**src/sv/sd_card_spi_host_controller_core_defines.svh**
```systemverilog
// Assertion macros shared by the SD SPI host RTL.
// Depends on nothing; included by files that assert.
`ifndef SD_CARD_SPI_HOST_CONTROLLER_CORE_DEFINES_SVH
`define SD_CARD_SPI_HOST_CONTROLLER_CORE_DEFINES_SVH
// implication checked on every rising edge outside reset
`define SDH_ASSERT_IMP(label, a, c) \
  label: assert property (@(posedge clk) disable iff (rst) (a) |-> (c)) \
    else $error("sdh check failed");
// implication checked in the cycle after the antecedent
`define SDH_ASSERT_NEXT(label, a, c) \
  label: assert property (@(posedge clk) disable iff (rst) (a) |=> (c)) \
    else $error("sdh check failed");
`endif

```
**src/sv/sdh_pkg.sv**
```systemverilog
// Shared types and constants for the SD SPI host.
// No dependencies.
`default_nettype none
package sdh_pkg;
  typedef enum logic [3:0] {
    PH_IDLE, PH_BOOT, PH_BUSY, PH_FRAME, PH_POLL, PH_RESP, PH_PAUSE, PH_TOKEN,
    PH_DATA, PH_CRC
  } phase_t;
  typedef enum logic [3:0] {
    SQ_RESET, SQ_COND, SQ_OP_PRE, SQ_OP, SQ_OCR, SQ_DET_PRE, SQ_DET, SQ_BLKLEN,
    SQ_CSD, SQ_READ
  } seq_t;
  localparam logic [1:0] KIND_START = 2'd0;
  localparam logic [1:0] KIND_READ  = 2'd1;
  localparam logic [1:0] KIND_BYTE  = 2'd2;
  localparam logic [1:0] KIND_TICK  = 2'd3;
  localparam logic [2:0] REG_RETRY = 3'd0;
  localparam logic [2:0] REG_BUSY  = 3'd1;
  localparam logic [2:0] REG_TOKEN = 3'd2;
  localparam logic [2:0] REG_POLL  = 3'd3;
  localparam logic [2:0] REG_BOOT  = 3'd4;
  localparam logic [3:0] ST_OK = 4'd0;
  localparam logic [3:0] ST_NO_RESP = 4'd1;
  localparam logic [3:0] ST_BUSY_TO = 4'd2;
  localparam logic [3:0] ST_RESET_FAIL = 4'd3;
  localparam logic [3:0] ST_CHECK_FAIL = 4'd4;
  localparam logic [3:0] ST_OP_FAIL = 4'd5;
  localparam logic [3:0] ST_REJECTED = 4'd6;
  localparam logic [3:0] ST_TOKEN_TO = 4'd7;
  localparam logic [3:0] ST_NOT_READY = 4'd8;
  typedef struct packed {
    logic        send_valid;
    logic [7:0]  send_byte;
    logic        select_active;
    logic        data_valid;
    logic [7:0]  data_byte;
    logic        data_last;
    logic        done_res;
    logic [3:0]  status;
    logic [38:0] card_blocks;
    logic        high_capacity;
    logic        fast_clock;
  } result_t;
endpackage
`default_nettype wire

```
**src/sv/sdh_csd_decode.sv**
```systemverilog
// CSD size decode: card capacity in 512-byte blocks from the 16 CSD bytes.
// Depends on no other file; sdh_pkg is not used.
`default_nettype none
module sdh_csd_decode (
  input  wire logic [127:0] csd,
  output logic [38:0]       blocks
);
  logic [7:0]  b [16];
  logic [3:0]  bl;
  logic [2:0]  mult;
  logic [12:0] c1;
  logic [5:0]  sh;
  logic [46:0] prod;
  logic [22:0] c2;
  logic [28:0] c3;

  always_comb begin
    for (int i = 0; i < 16; i++) b[i] = csd[127 - 8*i -: 8];
  end

  // version 1: (C_SIZE+1) << (MULT+2+READ_BL_LEN), then bytes to blocks
  assign bl   = b[5][3:0];
  assign mult = {b[9][1:0], b[10][7]};
  assign c1   = {1'b0, b[6][1:0], b[7], b[8][7:6]} + 13'd1;
  assign sh   = 6'(mult) + 6'd2 + 6'(bl);
  assign prod = 47'(c1) << sh;
  assign c2   = {1'b0, b[7][5:0], b[8], b[9]} + 23'd1;
  assign c3   = {1'b0, b[6][3:0], b[7], b[8], b[9]} + 29'd1;

  always_comb begin
    case (b[0][7:6])
      2'd0:    blocks = 39'(prod >> 9);
      2'd1:    blocks = {6'd0, c2, 10'd0};
      2'd2:    blocks = {c3, 10'd0};
      default: blocks = '0;
    endcase
  end
endmodule
`default_nettype wire

```
**src/sv/sdh_seq.sv**
```systemverilog
// Sequencer: one item per cycle while step is high, state updated and result formed in one pass.
// Depends on sdh_pkg, sdh_csd_decode and the defines header.
`default_nettype none
`include "sd_card_spi_host_controller_core_defines.svh"
module sdh_seq (
  input  wire logic         clk,
  input  wire logic         rst,
  input  wire logic         step,
  input  wire logic [1:0]   kind,
  input  wire logic [31:0]  sector,
  input  wire logic [7:0]   rx_byte,
  input  wire logic         cfg_we,
  input  wire logic [2:0]   cfg_idx,
  input  wire logic [31:0]  cfg_data,
  output logic              res_has,
  output sdh_pkg::result_t  res
);
  localparam logic [23:0] MAX24 = 24'hFFFFFF;

  // configuration
  logic [7:0]  retry_limit, boot_bytes;
  logic [23:0] busy_timeout, token_timeout, poll_interval;
  always_ff @(posedge clk) begin
    if (rst) begin
      retry_limit <= 8'd10; busy_timeout <= 24'd1000000; token_timeout <= 24'd100000;
      poll_interval <= 24'd10000; boot_bytes <= 8'd100;
    end else if (cfg_we) begin
      unique case (cfg_idx)
        sdh_pkg::REG_RETRY: retry_limit <= cfg_data[7:0];
        sdh_pkg::REG_BUSY:  busy_timeout <= cfg_data[23:0];
        sdh_pkg::REG_TOKEN: token_timeout <= cfg_data[23:0];
        sdh_pkg::REG_POLL:  poll_interval <= cfg_data[23:0];
        sdh_pkg::REG_BOOT:  boot_bytes <= cfg_data[7:0];
        default: ;
      endcase
    end
  end

  // state registers and next values
  sdh_pkg::phase_t phase, phase_next;
  sdh_pkg::seq_t   seq, seq_next;
  logic [9:0]  byte_count, byte_count_next;
  logic [7:0]  resend_count, resend_count_next, poll_count, poll_count_next;
  logic [7:0]  reset_tries, reset_tries_next, r1_hold, r1_hold_next;
  logic [23:0] elapsed_ticks, elapsed_ticks_next, op_ticks, op_ticks_next;
  logic [47:0] command_frame, command_frame_next;
  logic [31:0] response_bytes, response_bytes_next;
  logic [2:0]  resp_len, resp_len_next;
  logic        capacity_flag, capacity_flag_next, ready_flag, ready_flag_next;
  logic        fast_flag, fast_flag_next, op_first, op_first_next;
  logic [38:0] block_total, block_total_next;
  logic [127:0] csd, csd_next;
  logic [38:0] csd_blocks;
  sdh_pkg::result_t o;
  logic has;

  sdh_csd_decode u_csd (.csd(csd), .blocks(csd_blocks));

  always_ff @(posedge clk) begin
    if (rst) begin
      phase <= sdh_pkg::PH_IDLE; seq <= sdh_pkg::SQ_RESET; byte_count <= '0;
      resend_count <= '0; poll_count <= '0; reset_tries <= '0; r1_hold <= '0;
      elapsed_ticks <= '0; op_ticks <= '0; command_frame <= '0; response_bytes <= '0;
      resp_len <= '0; capacity_flag <= 1'b0; ready_flag <= 1'b0; fast_flag <= 1'b0;
      op_first <= 1'b0; block_total <= '0;
    end else if (step) begin
      phase <= phase_next; seq <= seq_next; byte_count <= byte_count_next;
      resend_count <= resend_count_next; poll_count <= poll_count_next;
      reset_tries <= reset_tries_next; r1_hold <= r1_hold_next;
      elapsed_ticks <= elapsed_ticks_next; op_ticks <= op_ticks_next;
      command_frame <= command_frame_next; response_bytes <= response_bytes_next;
      resp_len <= resp_len_next; capacity_flag <= capacity_flag_next;
      ready_flag <= ready_flag_next; fast_flag <= fast_flag_next;
      op_first <= op_first_next; block_total <= block_total_next;
    end
  end
  // CSD bytes: payload only, written before use
  always_ff @(posedge clk) begin
    if (step) csd <= csd_next;
  end

  function automatic logic [7:0] fbyte(logic [47:0] f, logic [2:0] i);
    return f[47 - 8*i -: 8];
  endfunction

  always_comb begin
    logic [6:0]  cmd;
    logic [31:0] arg;
    logic [7:0]  crc;
    logic        go_cmd, go_end, go_frame, go_finish, go_reset_try, go_token;
    logic [7:0]  r1;
    logic [3:0]  st;
    logic [9:0]  bc1;
    logic        in_csd;
    cmd = '0; arg = '0; crc = '0; go_cmd = 1'b0; go_end = 1'b0; go_frame = 1'b0;
    go_finish = 1'b0; go_reset_try = 1'b0; go_token = 1'b0; r1 = '0; st = '0;
    bc1 = byte_count + 10'd1; in_csd = (seq == sdh_pkg::SQ_CSD);

    phase_next = phase; seq_next = seq; byte_count_next = byte_count;
    resend_count_next = resend_count; poll_count_next = poll_count;
    reset_tries_next = reset_tries; r1_hold_next = r1_hold;
    elapsed_ticks_next = elapsed_ticks; op_ticks_next = op_ticks;
    command_frame_next = command_frame; response_bytes_next = response_bytes;
    resp_len_next = resp_len; capacity_flag_next = capacity_flag;
    ready_flag_next = ready_flag; fast_flag_next = fast_flag;
    op_first_next = op_first; block_total_next = block_total; csd_next = csd;
    o = '0; has = 1'b0;

    // first level: input item
    case (kind)
      sdh_pkg::KIND_START: begin
        if (phase == sdh_pkg::PH_IDLE) begin
          ready_flag_next = 1'b0; fast_flag_next = 1'b0; capacity_flag_next = 1'b0;
          block_total_next = '0; phase_next = sdh_pkg::PH_BOOT; byte_count_next = '0;
          if (boot_bytes != 8'd0) begin
            has = 1'b1; o.send_valid = 1'b1; o.send_byte = 8'hFF;
          end else begin
            reset_tries_next = '0; go_reset_try = 1'b1;
          end
        end
      end
      sdh_pkg::KIND_READ: begin
        if (phase == sdh_pkg::PH_IDLE) begin
          if (!ready_flag) begin go_finish = 1'b1; st = sdh_pkg::ST_NOT_READY; end
          else begin
            go_cmd = 1'b1; seq_next = sdh_pkg::SQ_READ; cmd = 7'd17; arg = sector;
          end
        end
      end
      sdh_pkg::KIND_TICK: begin
        elapsed_ticks_next = (elapsed_ticks != MAX24) ? elapsed_ticks + 24'd1 : MAX24;
        op_ticks_next = (op_ticks != MAX24) ? op_ticks + 24'd1 : MAX24;
        if (phase == sdh_pkg::PH_PAUSE && elapsed_ticks_next >= poll_interval) begin
          go_cmd = 1'b1; seq_next = sdh_pkg::SQ_OP_PRE; cmd = 7'd55;
        end
      end
      default: begin
        unique case (phase)
          sdh_pkg::PH_BOOT: begin
            byte_count_next = bc1;
            if (bc1 < 10'(boot_bytes)) begin
              has = 1'b1; o.send_valid = 1'b1; o.send_byte = 8'hFF;
            end else begin reset_tries_next = '0; go_reset_try = 1'b1; end
          end
          sdh_pkg::PH_BUSY: begin
            if (rx_byte == 8'hFF) begin resend_count_next = '0; go_frame = 1'b1; end
            else if (elapsed_ticks >= busy_timeout) begin
              go_finish = 1'b1; st = sdh_pkg::ST_BUSY_TO;
            end else begin
              has = 1'b1; o.send_valid = 1'b1; o.send_byte = 8'hFF; o.select_active = 1'b1;
            end
          end
          sdh_pkg::PH_FRAME: begin
            byte_count_next = bc1;
            has = 1'b1; o.send_valid = 1'b1; o.select_active = 1'b1;
            if (bc1 < 10'd6) o.send_byte = fbyte(command_frame, bc1[2:0]);
            else begin
              phase_next = sdh_pkg::PH_POLL; poll_count_next = '0;
              if (retry_limit != 8'd0) o.send_byte = 8'hFF;
              else begin
                has = 1'b0; o = '0; resend_count_next = resend_count + 8'd1;
                if (resend_count + 8'd1 < retry_limit) go_frame = 1'b1;
                else begin go_end = 1'b1; r1 = 8'hFF; end
              end
            end
          end
          sdh_pkg::PH_POLL: begin
            if (rx_byte != 8'hFF) begin
              r1_hold_next = rx_byte; response_bytes_next = '0;
              if (resp_len == 3'd0) begin go_end = 1'b1; r1 = rx_byte; end
              else begin
                phase_next = sdh_pkg::PH_RESP; byte_count_next = '0;
                has = 1'b1; o.send_valid = 1'b1; o.send_byte = 8'hFF; o.select_active = 1'b1;
              end
            end else begin
              poll_count_next = poll_count + 8'd1;
              if (poll_count + 8'd1 < retry_limit) begin
                has = 1'b1; o.send_valid = 1'b1; o.send_byte = 8'hFF; o.select_active = 1'b1;
              end else begin
                resend_count_next = resend_count + 8'd1;
                if (resend_count + 8'd1 < retry_limit) go_frame = 1'b1;
                else begin go_end = 1'b1; r1 = 8'hFF; end
              end
            end
          end
          sdh_pkg::PH_RESP: begin
            response_bytes_next = {response_bytes[23:0], rx_byte};
            byte_count_next = bc1;
            if (bc1 < 10'(resp_len)) begin
              has = 1'b1; o.send_valid = 1'b1; o.send_byte = 8'hFF; o.select_active = 1'b1;
            end else begin go_end = 1'b1; r1 = r1_hold; end
          end
          sdh_pkg::PH_TOKEN: begin
            if (rx_byte == 8'hFE) begin
              phase_next = sdh_pkg::PH_DATA; byte_count_next = '0;
              has = 1'b1; o.send_valid = 1'b1; o.send_byte = 8'hFF; o.select_active = 1'b1;
            end else go_token = 1'b1;
          end
          sdh_pkg::PH_DATA: begin
            has = 1'b1; o.send_valid = 1'b1; o.send_byte = 8'hFF; o.select_active = 1'b1;
            byte_count_next = bc1;
            if (in_csd) csd_next[127 - 8*byte_count[3:0] -: 8] = rx_byte;
            else begin
              o.data_valid = 1'b1; o.data_byte = rx_byte;
              o.data_last = (bc1 == 10'd512);
            end
            if (in_csd ? (bc1 >= 10'd16) : (bc1 == 10'd512)) begin
              phase_next = sdh_pkg::PH_CRC; byte_count_next = '0;
            end
          end
          sdh_pkg::PH_CRC: begin
            byte_count_next = bc1;
            if (bc1 < 10'd2) begin
              has = 1'b1; o.send_valid = 1'b1; o.send_byte = 8'hFF; o.select_active = 1'b1;
            end else begin
              if (in_csd) begin block_total_next = csd_blocks; ready_flag_next = 1'b1; end
              go_finish = 1'b1; st = sdh_pkg::ST_OK;
            end
          end
          default: ;
        endcase
      end
    endcase

    // command completion, one level deep
    if (go_end) begin
      case (seq)
        sdh_pkg::SQ_RESET: begin
          if (r1 == 8'h01) begin
            go_cmd = 1'b1; seq_next = sdh_pkg::SQ_COND; cmd = 7'd8; arg = 32'h1AA;
            crc = 8'h43;
          end else begin reset_tries_next = reset_tries + 8'd1; go_reset_try = 1'b1; end
        end
        sdh_pkg::SQ_COND: begin
          if (r1 == 8'hFF) begin go_finish = 1'b1; st = sdh_pkg::ST_NO_RESP; end
          else if (r1 != 8'h01 || response_bytes_next[11:0] != 12'h1AA) begin
            go_finish = 1'b1; st = sdh_pkg::ST_CHECK_FAIL;
          end else begin
            op_first_next = 1'b1; go_cmd = 1'b1; seq_next = sdh_pkg::SQ_OP_PRE; cmd = 7'd55;
          end
        end
        sdh_pkg::SQ_OP_PRE: begin
          go_cmd = 1'b1; seq_next = sdh_pkg::SQ_OP; cmd = 7'd41; arg = 32'h4000_0000;
        end
        sdh_pkg::SQ_OP: begin
          if (op_first) begin op_ticks_next = '0; op_first_next = 1'b0; end
          if (r1 == 8'h00) begin go_cmd = 1'b1; seq_next = sdh_pkg::SQ_OCR; cmd = 7'd58; end
          else if (r1 != 8'h01) begin
            go_finish = 1'b1; st = (r1 == 8'hFF) ? sdh_pkg::ST_NO_RESP : sdh_pkg::ST_OP_FAIL;
          end else if ((op_first ? 24'd0 : op_ticks) >= busy_timeout) begin
            go_finish = 1'b1; st = sdh_pkg::ST_OP_FAIL;
          end else if (poll_interval == 24'd0) begin
            go_cmd = 1'b1; seq_next = sdh_pkg::SQ_OP_PRE; cmd = 7'd55;
          end else begin phase_next = sdh_pkg::PH_PAUSE; elapsed_ticks_next = '0; end
        end
        sdh_pkg::SQ_OCR: begin
          if (r1 != 8'h00) begin
            go_finish = 1'b1; st = (r1 == 8'hFF) ? sdh_pkg::ST_NO_RESP : sdh_pkg::ST_REJECTED;
          end else begin
            capacity_flag_next = response_bytes_next[30];
            go_cmd = 1'b1; seq_next = sdh_pkg::SQ_DET_PRE; cmd = 7'd55;
          end
        end
        sdh_pkg::SQ_DET_PRE: begin
          go_cmd = 1'b1; seq_next = sdh_pkg::SQ_DET; cmd = 7'd42;
        end
        sdh_pkg::SQ_DET: begin
          if (r1 != 8'h00) begin
            go_finish = 1'b1; st = (r1 == 8'hFF) ? sdh_pkg::ST_NO_RESP : sdh_pkg::ST_REJECTED;
          end else begin
            go_cmd = 1'b1; seq_next = sdh_pkg::SQ_BLKLEN; cmd = 7'd16; arg = 32'd512;
          end
        end
        sdh_pkg::SQ_BLKLEN: begin
          if (r1 != 8'h00) begin
            go_finish = 1'b1; st = (r1 == 8'hFF) ? sdh_pkg::ST_NO_RESP : sdh_pkg::ST_REJECTED;
          end else begin
            fast_flag_next = 1'b1; go_cmd = 1'b1; seq_next = sdh_pkg::SQ_CSD; cmd = 7'd9;
          end
        end
        default: begin
          if (r1 != 8'h00) begin
            go_finish = 1'b1; st = (r1 == 8'hFF) ? sdh_pkg::ST_NO_RESP : sdh_pkg::ST_REJECTED;
          end else begin
            phase_next = sdh_pkg::PH_TOKEN; elapsed_ticks_next = '0; byte_count_next = '0;
            if (token_timeout == 24'd0) begin go_finish = 1'b1; st = sdh_pkg::ST_TOKEN_TO; end
            else begin
              has = 1'b1; o.send_valid = 1'b1; o.send_byte = 8'hFF; o.select_active = 1'b1;
            end
          end
        end
      endcase
    end

    // CMD0 retry
    if (go_reset_try) begin
      if (reset_tries_next < retry_limit) begin
        go_cmd = 1'b1; seq_next = sdh_pkg::SQ_RESET; cmd = 7'd0; crc = 8'h4A;
      end else begin go_finish = 1'b1; st = sdh_pkg::ST_RESET_FAIL; end
    end

    // frame start (resend)
    if (go_frame) begin
      if (resend_count_next < retry_limit) begin
        phase_next = sdh_pkg::PH_FRAME; byte_count_next = '0;
        has = 1'b1; o.send_valid = 1'b1; o.send_byte = fbyte(command_frame, 3'd0);
        o.select_active = 1'b1;
      end else begin
        // silent command: CMD55 continues and CMD0 is retried, others end
        case (seq)
          sdh_pkg::SQ_RESET: begin
            reset_tries_next = reset_tries + 8'd1;
            if (reset_tries + 8'd1 < retry_limit) begin
              go_cmd = 1'b1; seq_next = sdh_pkg::SQ_RESET; cmd = 7'd0; crc = 8'h4A;
            end else begin go_finish = 1'b1; st = sdh_pkg::ST_RESET_FAIL; end
          end
          sdh_pkg::SQ_OP_PRE: begin
            go_cmd = 1'b1; seq_next = sdh_pkg::SQ_OP; cmd = 7'd41; arg = 32'h4000_0000;
          end
          sdh_pkg::SQ_DET_PRE: begin
            go_cmd = 1'b1; seq_next = sdh_pkg::SQ_DET; cmd = 7'd42;
          end
          sdh_pkg::SQ_OP: begin
            if (op_first) begin op_ticks_next = '0; op_first_next = 1'b0; end
            go_finish = 1'b1; st = sdh_pkg::ST_NO_RESP;
          end
          default: begin go_finish = 1'b1; st = sdh_pkg::ST_NO_RESP; end
        endcase
      end
    end

    // token wait
    if (go_token) begin
      if (elapsed_ticks >= token_timeout) begin go_finish = 1'b1; st = sdh_pkg::ST_TOKEN_TO; end
      else begin
        has = 1'b1; o.send_valid = 1'b1; o.send_byte = 8'hFF; o.select_active = 1'b1;
      end
    end

    // new command: frame built, busy wait begins with a read
    if (go_cmd) begin
      command_frame_next = {2'b01, cmd[5:0], arg, crc[6:0], 1'b1};
      case (cmd)
        7'd8, 7'd58: resp_len_next = 3'd4;
        default:     resp_len_next = 3'd0;
      endcase
      phase_next = sdh_pkg::PH_BUSY; elapsed_ticks_next = '0;
      has = 1'b1; o.send_valid = 1'b1; o.send_byte = 8'hFF; o.select_active = 1'b1;
    end

    if (go_finish) begin
      phase_next = sdh_pkg::PH_IDLE; has = 1'b1; o.send_valid = 1'b0; o.send_byte = '0;
      o.select_active = 1'b0; o.done_res = 1'b1; o.status = st;
    end

    o.card_blocks = block_total_next;
    o.high_capacity = capacity_flag_next;
    o.fast_clock = fast_flag_next;
  end

  assign res_has = has;
  assign res = o;

  `SDH_ASSERT_IMP(a_done_idle, step && res_has && res.done_res, phase_next == sdh_pkg::PH_IDLE)
  `SDH_ASSERT_IMP(a_one_kind, step && res_has, !(res.send_valid && res.done_res))
  `SDH_ASSERT_IMP(a_ready_has_size, $rose(ready_flag), fast_flag)
endmodule
`default_nettype wire

```
**src/sv/sdh_out_buf.sv**
```systemverilog
// Two-entry skid buffer for result beats.
// Depends on sdh_pkg.
`default_nettype none
module sdh_out_buf (
  input  wire logic             clk,
  input  wire logic             rst,
  input  wire logic             in_valid,
  input  wire sdh_pkg::result_t in_data,
  output logic                  space,
  output logic                  out_valid,
  output sdh_pkg::result_t      out_data,
  input  wire logic             out_ready
);
  sdh_pkg::result_t mem [2];
  logic [1:0] count;
  logic wp, rp;
  logic push, pop;

  assign push = in_valid;
  assign pop = out_valid && out_ready;
  assign out_valid = (count != 2'd0);
  assign out_data = mem[rp];
  // room for one more beat even if nothing drains this cycle
  assign space = (count != 2'd2);

  always_ff @(posedge clk) begin
    if (push) mem[wp] <= in_data;
  end
  always_ff @(posedge clk) begin
    if (rst) begin
      count <= '0; wp <= 1'b0; rp <= 1'b0;
    end else begin
      if (push) wp <= ~wp;
      if (pop) rp <= ~rp;
      count <= count + {1'b0, push} - {1'b0, pop};
    end
  end
endmodule
`default_nettype wire

```
**src/sv/sd_card_spi_host_controller_core.sv**
```systemverilog
// SD card SPI-mode host controller, byte level.
// Channels: in (kind, sector, rx_byte), out (result beat), cfg (register writes).
// Each accepted in beat gives zero or one out beat, in order.
// Each result is registered in the output buffer and leaves it in order.
// Throughput: one item per cycle while in_ready; sequencer closes each in one pass.
// A two-entry output buffer sits between sequencer and out channel; in_ready drops
// only when that buffer holds two beats, which takes a stall by the receiver.
// Reset (rst, synchronous): phase idle, counters and size cleared, registers to
// defaults (retry 10, busy 1000000, token 100000, poll 10000, boot 100).
// Start runs init; read streams 512 data bytes; done beats carry a status.
// cfg is always ready; write only while idle.
`default_nettype none
module sd_card_spi_host_controller_core (
  input  wire logic        clk,
  input  wire logic        rst,
  input  wire logic        in_valid,
  output logic             in_ready,
  input  wire logic [1:0]  kind,
  input  wire logic [31:0] sector,
  input  wire logic [7:0]  rx_byte,
  input  wire logic        cfg_valid,
  output logic             cfg_ready,
  input  wire logic [2:0]  cfg_index,
  input  wire logic [31:0] cfg_data,
  output logic             out_valid,
  input  wire logic        out_ready,
  output logic             send_valid,
  output logic [7:0]       send_byte,
  output logic             select_active,
  output logic             data_valid,
  output logic [7:0]       data_byte,
  output logic             data_last,
  output logic             done_res,
  output logic [3:0]       status,
  output logic [38:0]      card_blocks,
  output logic             high_capacity,
  output logic             fast_clock
);
  logic step, has, space;
  sdh_pkg::result_t res, q;

  assign cfg_ready = 1'b1;
  assign in_ready = space;
  assign step = in_valid && in_ready;

  sdh_seq u_seq (
    .clk, .rst, .step, .kind, .sector, .rx_byte,
    .cfg_we(cfg_valid), .cfg_idx(cfg_index), .cfg_data,
    .res_has(has), .res
  );

  sdh_out_buf u_buf (
    .clk, .rst, .in_valid(step && has), .in_data(res), .space,
    .out_valid, .out_data(q), .out_ready
  );

  assign send_valid = q.send_valid;
  assign send_byte = q.send_byte;
  assign select_active = q.select_active;
  assign data_valid = q.data_valid;
  assign data_byte = q.data_byte;
  assign data_last = q.data_last;
  assign done_res = q.done_res;
  assign status = q.status;
  assign card_blocks = q.card_blocks;
  assign high_capacity = q.high_capacity;
  assign fast_clock = q.fast_clock;
endmodule
`default_nettype wire
```
**config.mk**
```make
export PLATFORM = sky130hd
export DESIGN_NAME = sd_card_spi_host_controller_core
export DESIGN_NICKNAME = d
export VERILOG_FILES = /design/src/sv/sdh_pkg.sv /design/src/sv/sdh_csd_decode.sv /design/src/sv/sdh_seq.sv /design/src/sv/sdh_out_buf.sv /design/src/sv/sd_card_spi_host_controller_core.sv
export VERILOG_INCLUDE_DIRS = /design/src /design/src/sv
export SDC_FILE = /design/constraint.sdc
export NUM_CORES = 1
export LEC_CHECK = 0
export BUFFER_PORTS_ARGS = -buffer_cell sky130_fd_sc_hd__buf_2
export CORE_ASPECT_RATIO = 1.25
export CORE_MARGIN = 4
export CORE_UTILIZATION = 40
export DETAILED_ROUTE_END_ITERATION = 7
export PLACE_DENSITY = 0.62
export SYNTH_ARGS = -nofsm -noshare
export SYNTH_HDL_FRONTEND = slang
export SYNTH_SLANG_ARGS = --single-unit
```
**constraint.sdc**
```tcl
create_clock -name clk -period 12.8 [get_ports clk]
set_input_delay 3.2 -clock clk [delete_from_list [all_inputs] [get_ports clk]]
set_output_delay 3.2 -clock clk [all_outputs]
set_load 0.02 [all_outputs]
```
==> flow_summary.yaml, run 1 <==
synth:
  synth.distinct_cells: 104
  synth_cells: 3288
  synth_seq_cells: 459
  syn-cell-area_sq_um: 27900
  synth_nets: 3532
  synth_ff_type: "dfxtp_1"
  synth_edf_count: 167
  synthArstFlopShare: 0
  avgSynthCellArea_sq_um: 8.47
  ys_seq_area_frac: 0.390
  yosys_warnings: 0
placed_design:
  globalplace.congestion: 0.998
  dp.cells: 4195
  hpwl_um: 64600
  place.port_buffers: 141
  placed_cell_area_sq_um: 29200
floorplan:
  die-height_um: 303
  start_util: 0.406
  rows: 107
  boundaryPins: 151
  dieArea_sq_um: 73900
  die_w_um: 244
  core-area_sq_um: 68500
sta:
  finalCritPeriodShare: 0.801
  setup_tns_ns: 0
  final_hold_viol_count: 0
  relSlewSlack: 0.201
  finalClockSkew_ns: 0.0323
  fmax_ghz: 0.0976
  rsz0062_at_grt: "false"
  slew_violations: 0
  hold_ws_ns: 0.451
  min_period_ns: 10.25
  setup-violations-final: 0
  tightestPinTransition_ns: 1.20
detailed_routing:
  wl_per_cell_um: 20.6
  drt_pass1_iterations: 6
  routed_wl_um: 88400
  drt-initial-drc-count: 2076
  via_per_inst: 5.80
  drc_errors: 0
  via_count: 24883
  ant_nets: 0
worst_setup_path:
  critPathArrivalTime_ns: 10.49
  r2r_slack_ns: 4.48
  cp.buffers_inverters: 2
  critical_path_class: "in2reg"
  cp_max_fo: 39
  reg2reg_depth: 26
  crit_slowest_cell: "nor2_4"
  worstSetupStartpointType: "input pin"
  cp-end-kind: "flop"
  worstSetupStartpoint: "kind[0]"
  crit_chain: "buf_2, nand2b_1, a211o_1, or4b_1, o31ai_1, o211ai_2, o311ai_4, and2_1, o21ai_0, o21ai_0, ha_1, o21a_1, o21a_1, o21ai_0, a211oi_1, o311a_1, a211oi_2, a221oi_1, nand4_1, o21ai_1, nor2_4, buf_4"
  cpMostUsedCell: "o21ai_0"
  required_ns: 13.04
  rr_startpoint: "u_seq.resend_count[0]"
  r2r-end: "u_buf.mem[0][7]"
  cpPeakStageDelay_ns: 0.83
  worstSetupEndpoint: "u_buf.mem[0][7]"
  cp_top_family: "compound AO/OA/AOI/OAI gates"
  cp.depth: 22
worst_hold_path:
  worst_hold_path_type: "reg2reg"
clock_tree:
  cts.repair.resized: 0
  post_cts_buffers: 0
  htreeDepth: 2
  cts_buffers: 50
  clkLatencyLatePin_ns: 0.61
  ctsHoldBuffers: 0
  cts.sinks: 459
  cts_buffer_depth: 3
  clkTransAtPathRegs_ns: 0.06
  tritoncts: "built"
  clock-root-buffer: "clkbuf_16"
finish:
  nets: 3565
  layout_common_cells: "nand2_1, dfxtp_1, a21oi_1"
  fin_area_sq_um: 31000
  fillers: 6858
  seqCellArea_sq_um: 10900
  fin_cells: 4291
  synthToLayoutAreaGrowth_pct: 11.4
  final_common_cell: "nand2_1"
  multi_input_area_sq_um: 15700
  drive_gt1_frac: 0.120
power_and_ir_drop:
  power_leakage_uw: 0.0119
  power.total_uw: 3760
  vdd_drop_max_uv: 136
  p_per_area_nw_per_um2: 121
outcome:
  status: "finished, final reports clean"
grt:
  track_usage: 0.231
  grt.overflow.total: 0
  grt_max_degree: 79
  antenna_found_initial: 1
  grt_pass1_vias: 23674
  grt_first_pass_wirelength_um: 136000
flow_run:
  max_cap_violations: 0
-- state kept, by name, summed over array words and instances (netlist names), 4 cells and up, named ones only --
register and count:
u_seq.retry_limit 8, u_seq.command_frame 42, u_seq.busy_timeout 24, u_seq.op_ticks 24, u_seq.phase 4, u_seq.token_timeout 24
u_seq.resend_count 8, u_seq.response_bytes 15, u_seq.r1_hold 8, u_seq.poll_interval 24, u_seq.byte_count 10, u_seq.csd 35
u_seq.seq 4, u_seq.reset_tries 8, u_seq.boot_bytes 8, u_seq.poll_count 8, u_buf.mem 132, u_seq.elapsed_ticks 24
u_seq.block_total 39
-- cells in the mapped netlist, types with 20 or more instances --
cell      number  area, sq um
nand2_1      465         1750
dfxtp_1      292         5850
a21oi_1      288         1440
nor2_1       278         1040
edfxtp_1     167         5010
clkbuf_1     162          608
ha_1         161         2010
o21ai_0      147          736
inv_1        138          518
nand3_1      118          591
nor3_1        87          435
mux2_2        75          845
and3_1        59          369
a22oi_1       58          435
a21o_1        53          398
nor2b_1       49          307
xnor2_1       47          412
and2_1        46          288
nand4_1       38          238
nand2b_1      31          194
a211oi_1      30          225
nor4_1        30          188
xor2_1        30          263
a211o_1       27          236
a31oi_1       23          144
nand3b_1      22          165
o21a_1        20          150
-- power breakdown --
part	internal [uW]	total (uW)	switching [uW]
clock network	916	1550	635
registers	1580	1610	37.3
logic	199	595	396
-- per-layer routing --
metal / up-vias / wire, um / GRT usage / part of all wire
met5: - / 0 / 0 / 0
met4: 0 / 4660 / 0.109 / 0.053
met3: 223 / 4420 / 0.0287 / 0.050
met2: 814 / 43800 / 0.411 / 0.50
met1: 11856 / 35500 / 0.280 / 0.40
li1: 11990 / - / - / -
-- tightest hold or removal path: stages (launching register included) --
cell and delay (ns):
dfxtp_1 0.31, nand2_1 0.05, a21oi_1 0.05
-- worst min-delay path by stage --
stage                       startpoint                 endpoint  slack [ns]  depth (start not counted)
2_1_floorplan  u_seq.command_frame[25]  u_seq.command_frame[25]        0.43                          2
3_3_place_gp   u_seq.command_frame[34]  u_seq.command_frame[34]        0.44                          2
3_5_place_dp   u_seq.command_frame[36]  u_seq.command_frame[36]        0.44                          2
4_1_cts        u_seq.command_frame[36]  u_seq.command_frame[36]        0.45                          2
5_1_grt         u_seq.busy_timeout[22]   u_seq.busy_timeout[22]        0.47                          2
6_report       u_seq.command_frame[26]  u_seq.command_frame[26]        0.45                          2
-- layout make-up --
type	count	share of cell area
diodes	2	0.000161
well taps	926	0.0373
repair buffers	178	0.0320
clock inverters	33	0.0130
clock buffers	61	0.0443
inverters	143	0.0173
multi-input cells	2489	0.506
flip-flops and latches	459	0.350
-- kinds of logic (layout without fill, tap and decap cells) --
logic type	Yosys count	in the layout	share of synthesized area
muxes	96	96	0.0392
DFF	459	459	0.390
xor gates and xnor gates	77	77	0.0242
buffers and inverters	340	415	0.0482
adders and majority gates	162	162	0.0730
and+or+nand+nor	1300	1300	0.224
other	1	3	0.000135
AOI/OAI and AO/OA	853	853	0.202
-- stage by stage --
stage | setup WS, ns | utilization
detailed placement | 2.00 | 0.427
floorplan | 2.48 | -
finish | 2.55 | 0.453
CTS | 2.62 | 0.453
global route | 2.14 | 0.453
global placement | 2.07 | 0.427
(Power assumes the default switching activity.)
==> run 2, diff against run 1 <==
--- a/config.mk
+++ b/config.mk
@@ -6,6 +6,7 @@
 export SDC_FILE = /design/constraint.sdc
 export NUM_CORES = 1
 export LEC_CHECK = 0
+export ABC_AREA = 1
 export BUFFER_PORTS_ARGS = -buffer_cell sky130_fd_sc_hd__buf_2
 export CORE_ASPECT_RATIO = 1.25
 export CORE_MARGIN = 4
==> constraint.sdc (replaced) <==
create_clock -name clk -period 10.5 [get_ports clk]
set_input_delay 2.625 -clock clk [delete_from_list [all_inputs] [get_ports clk]]
set_output_delay 2.625 -clock clk [all_outputs]
set_load 0.02 [all_outputs]
==> flow_summary.yaml, run 2 <==
outcome:
  status: "finished with violations"
  failed_checks: "DRC"
grt:
  grt_first_pass_wirelength_um: 137000
  grt_pass1_vias: 24372
  antenna_found_initial: 3
  track_usage: 0.227
  grt.overflow.total: 0
  grt_max_degree: 109
floorplan:
  dieArea_sq_um: 75400
  die-height_um: 306
  die_w_um: 246
  start_util: 0.403
  boundaryPins: 151
  rows: 109
  core-area_sq_um: 70500
worst_hold_path:
  worst_hold_path_type: "reg2reg"
  hold_path_startpoint: "u_buf.rp"
worst_setup_path:
  critPathArrivalTime_ns: 8.14
  cpPeakStageDelay_ns: 0.78
  rr_startpoint: "u_seq.elapsed_ticks[1]"
  worstSetupStartpoint: "rx_byte[4]"
  worstSetupStartpointType: "input pin"
  cp-end-kind: "flop"
  required_ns: 10.74
  cp_max_fo: 32
  critical_path_class: "in2reg"
  crit_slowest_cell: "nor2_4"
synth:
  synth_seq_cells: 459
  avgSynthCellArea_sq_um: 7.60
  synth_area_leaders: "dfxtp_1, edfxtp_1, nand2_1"
  synth_common_cells: "nand2_1, inv_1, a21oi_1"
  synthArstFlopShare: 0
  synth_nets: 3984
  synth.distinct_cells: 70
  ys_seq_area_frac: 0.382
  synth_ff_type: "dfxtp_1"
  synth_cells: 3740
  synth_edf_count: 167
  synth.most_common_cell: "nand2_1"
  yosys_warnings: 0
  synth_top_area_cell: "dfxtp_1"
  syn-cell-area_sq_um: 28400
  synth_top_area_frac: 0.206
detailed_routing:
  drc_errors: 2
  drt_pass1_iterations: 8
  wl_per_cell_um: 18.5
  drt-initial-drc-count: 1876
  routed_wl_um: 88400
  via_count: 25992
  ant_nets: 0
  via_per_inst: 5.44
finish:
  largest_reg_flops: 132
  largest_registers: "u_buf.mem: 132 flops, u_seq.command_frame: 42 flops, u_seq.block_total: 39 flops"
  regMostFlops: "u_buf.mem"
  seqCellArea_sq_um: 10900
  final_common_cell: "nand2_1"
  fin_area_sq_um: 31500
  fin_cells: 4779
  layout_common_cells: "nand2_1, inv_1, a21oi_1"
  drive_gt1_frac: 0.112
  synthToLayoutAreaGrowth_pct: 10.9
  fillers: 7216
  nets: 4038
  multi_input_area_sq_um: 14900
clock_tree:
  cts.repair.resized: 0
  cts.sinks: 459
  clkTransAtPathRegs_ns: 0.06
  cts_buffers: 51
  htreeDepth: 2
  clkLatencyLatePin_ns: 0.61
  ctsHoldBuffers: 0
  clock-root-buffer: "clkbuf_16"
  post_cts_buffers: 0
  cts_buffer_depth: 3
  tritoncts: "built"
sta:
  finalClockSkew_ns: 0.0366
  setup-violations-final: 0
  fmax_ghz: 0.127
  final_hold_viol_count: 0
  min_period_ns: 7.90
  slew_violations: 0
  relSlewSlack: 0.249
  setup_tns_ns: 0
  rsz0062_at_grt: "false"
  tightestPinTransition_ns: 1.12
  finalCritPeriodShare: 0.752
  hold_ws_ns: 0.448
flow_run:
  max_cap_violations: 0
placed_design:
  place.port_buffers: 141
  placed_cell_area_sq_um: 29800
  globalplace.congestion: 0.963
  dp.cells: 4684
  hpwl_um: 66000
power_and_ir_drop:
  power.total_uw: 5240
  power_leakage_uw: 0.0131
  p_per_area_nw_per_um2: 166
  vdd_drop_max_uv: 129
-- run 2: changes by cell type after synthesis, moves of 40 or more --
cell     change
inv_1      +355
o21ai_0    +211
nand2_1    +126
a21oi_1     +79
and3_1      -58
a21o_1      -49
nor2b_1     -49
and2_1      -45
nand3_1     +41
xnor2_1     -40
-- run 2: cells by family (layout without fill, tap and decap cells) --
kind of cell,count (synthesis),count (layout),share of synthesized area
other cells,1,3,0.000132
fa+ha+maj,162,162,0.0716
buf+inv,686,780,0.0947
compound gates,1003,1003,0.202
simple gates,1308,1308,0.206
xor+xnor,55,55,0.0170
flops,459,459,0.382
mux,66,66,0.0262
-- run 2: layout make-up --
class                   instances  area share
clock inverters                27      0.0107
repair buffers                172      0.0299
well taps                     943      0.0374
diodes                          2    0.000159
multi-input cells            2595       0.473
inverters                     515      0.0617
clock buffers                  66      0.0429
flip-flops and latches        459       0.345
-- run 2: worst paths after layout --
kind	endpoint	slack, ns	cells past startpoint
max	u_buf.mem[0][7]	2.60	26
min	flop	0.45	1
max reg2reg	u_buf.mem[0][7]	2.93	34
min reg2reg	flop	0.45	1
-- run 2: layer usage --
layer,vias to the layer above,GRT usage,wire length (um)
met5,-,0,15
met4,2,0.107,4790
met3,220,0.0295,3990
met2,736,0.415,45300
met1,12063,0.261,34400
li1,12971,-,-
-- run 2: power breakdown --
part | switching (uW) | internal, uW
logic | 851 | 440
clock network | 753 | 1080
registers | 107 | 2000
-- run 2: worst max-delay path: cells and delay by family --
family | cells | cell delay, ns
AND/OR/NAND/NOR | 17 | 3.51
AO/OA/AOI/OAI | 3 | 0.67
adder cells (fa/ha/maj) | 1 | 0.29
buffers and inverters | 5 | 1.00
-- run 2: metrics by stage --
stage,setup WS (ns),utilization
2_1_floorplan,1.64,-
3_3_place_gp,2.13,0.423
3_5_place_dp,2.06,0.423
4_1_cts,2.68,0.447
5_1_grt,2.19,0.447
6_report,2.60,0.447
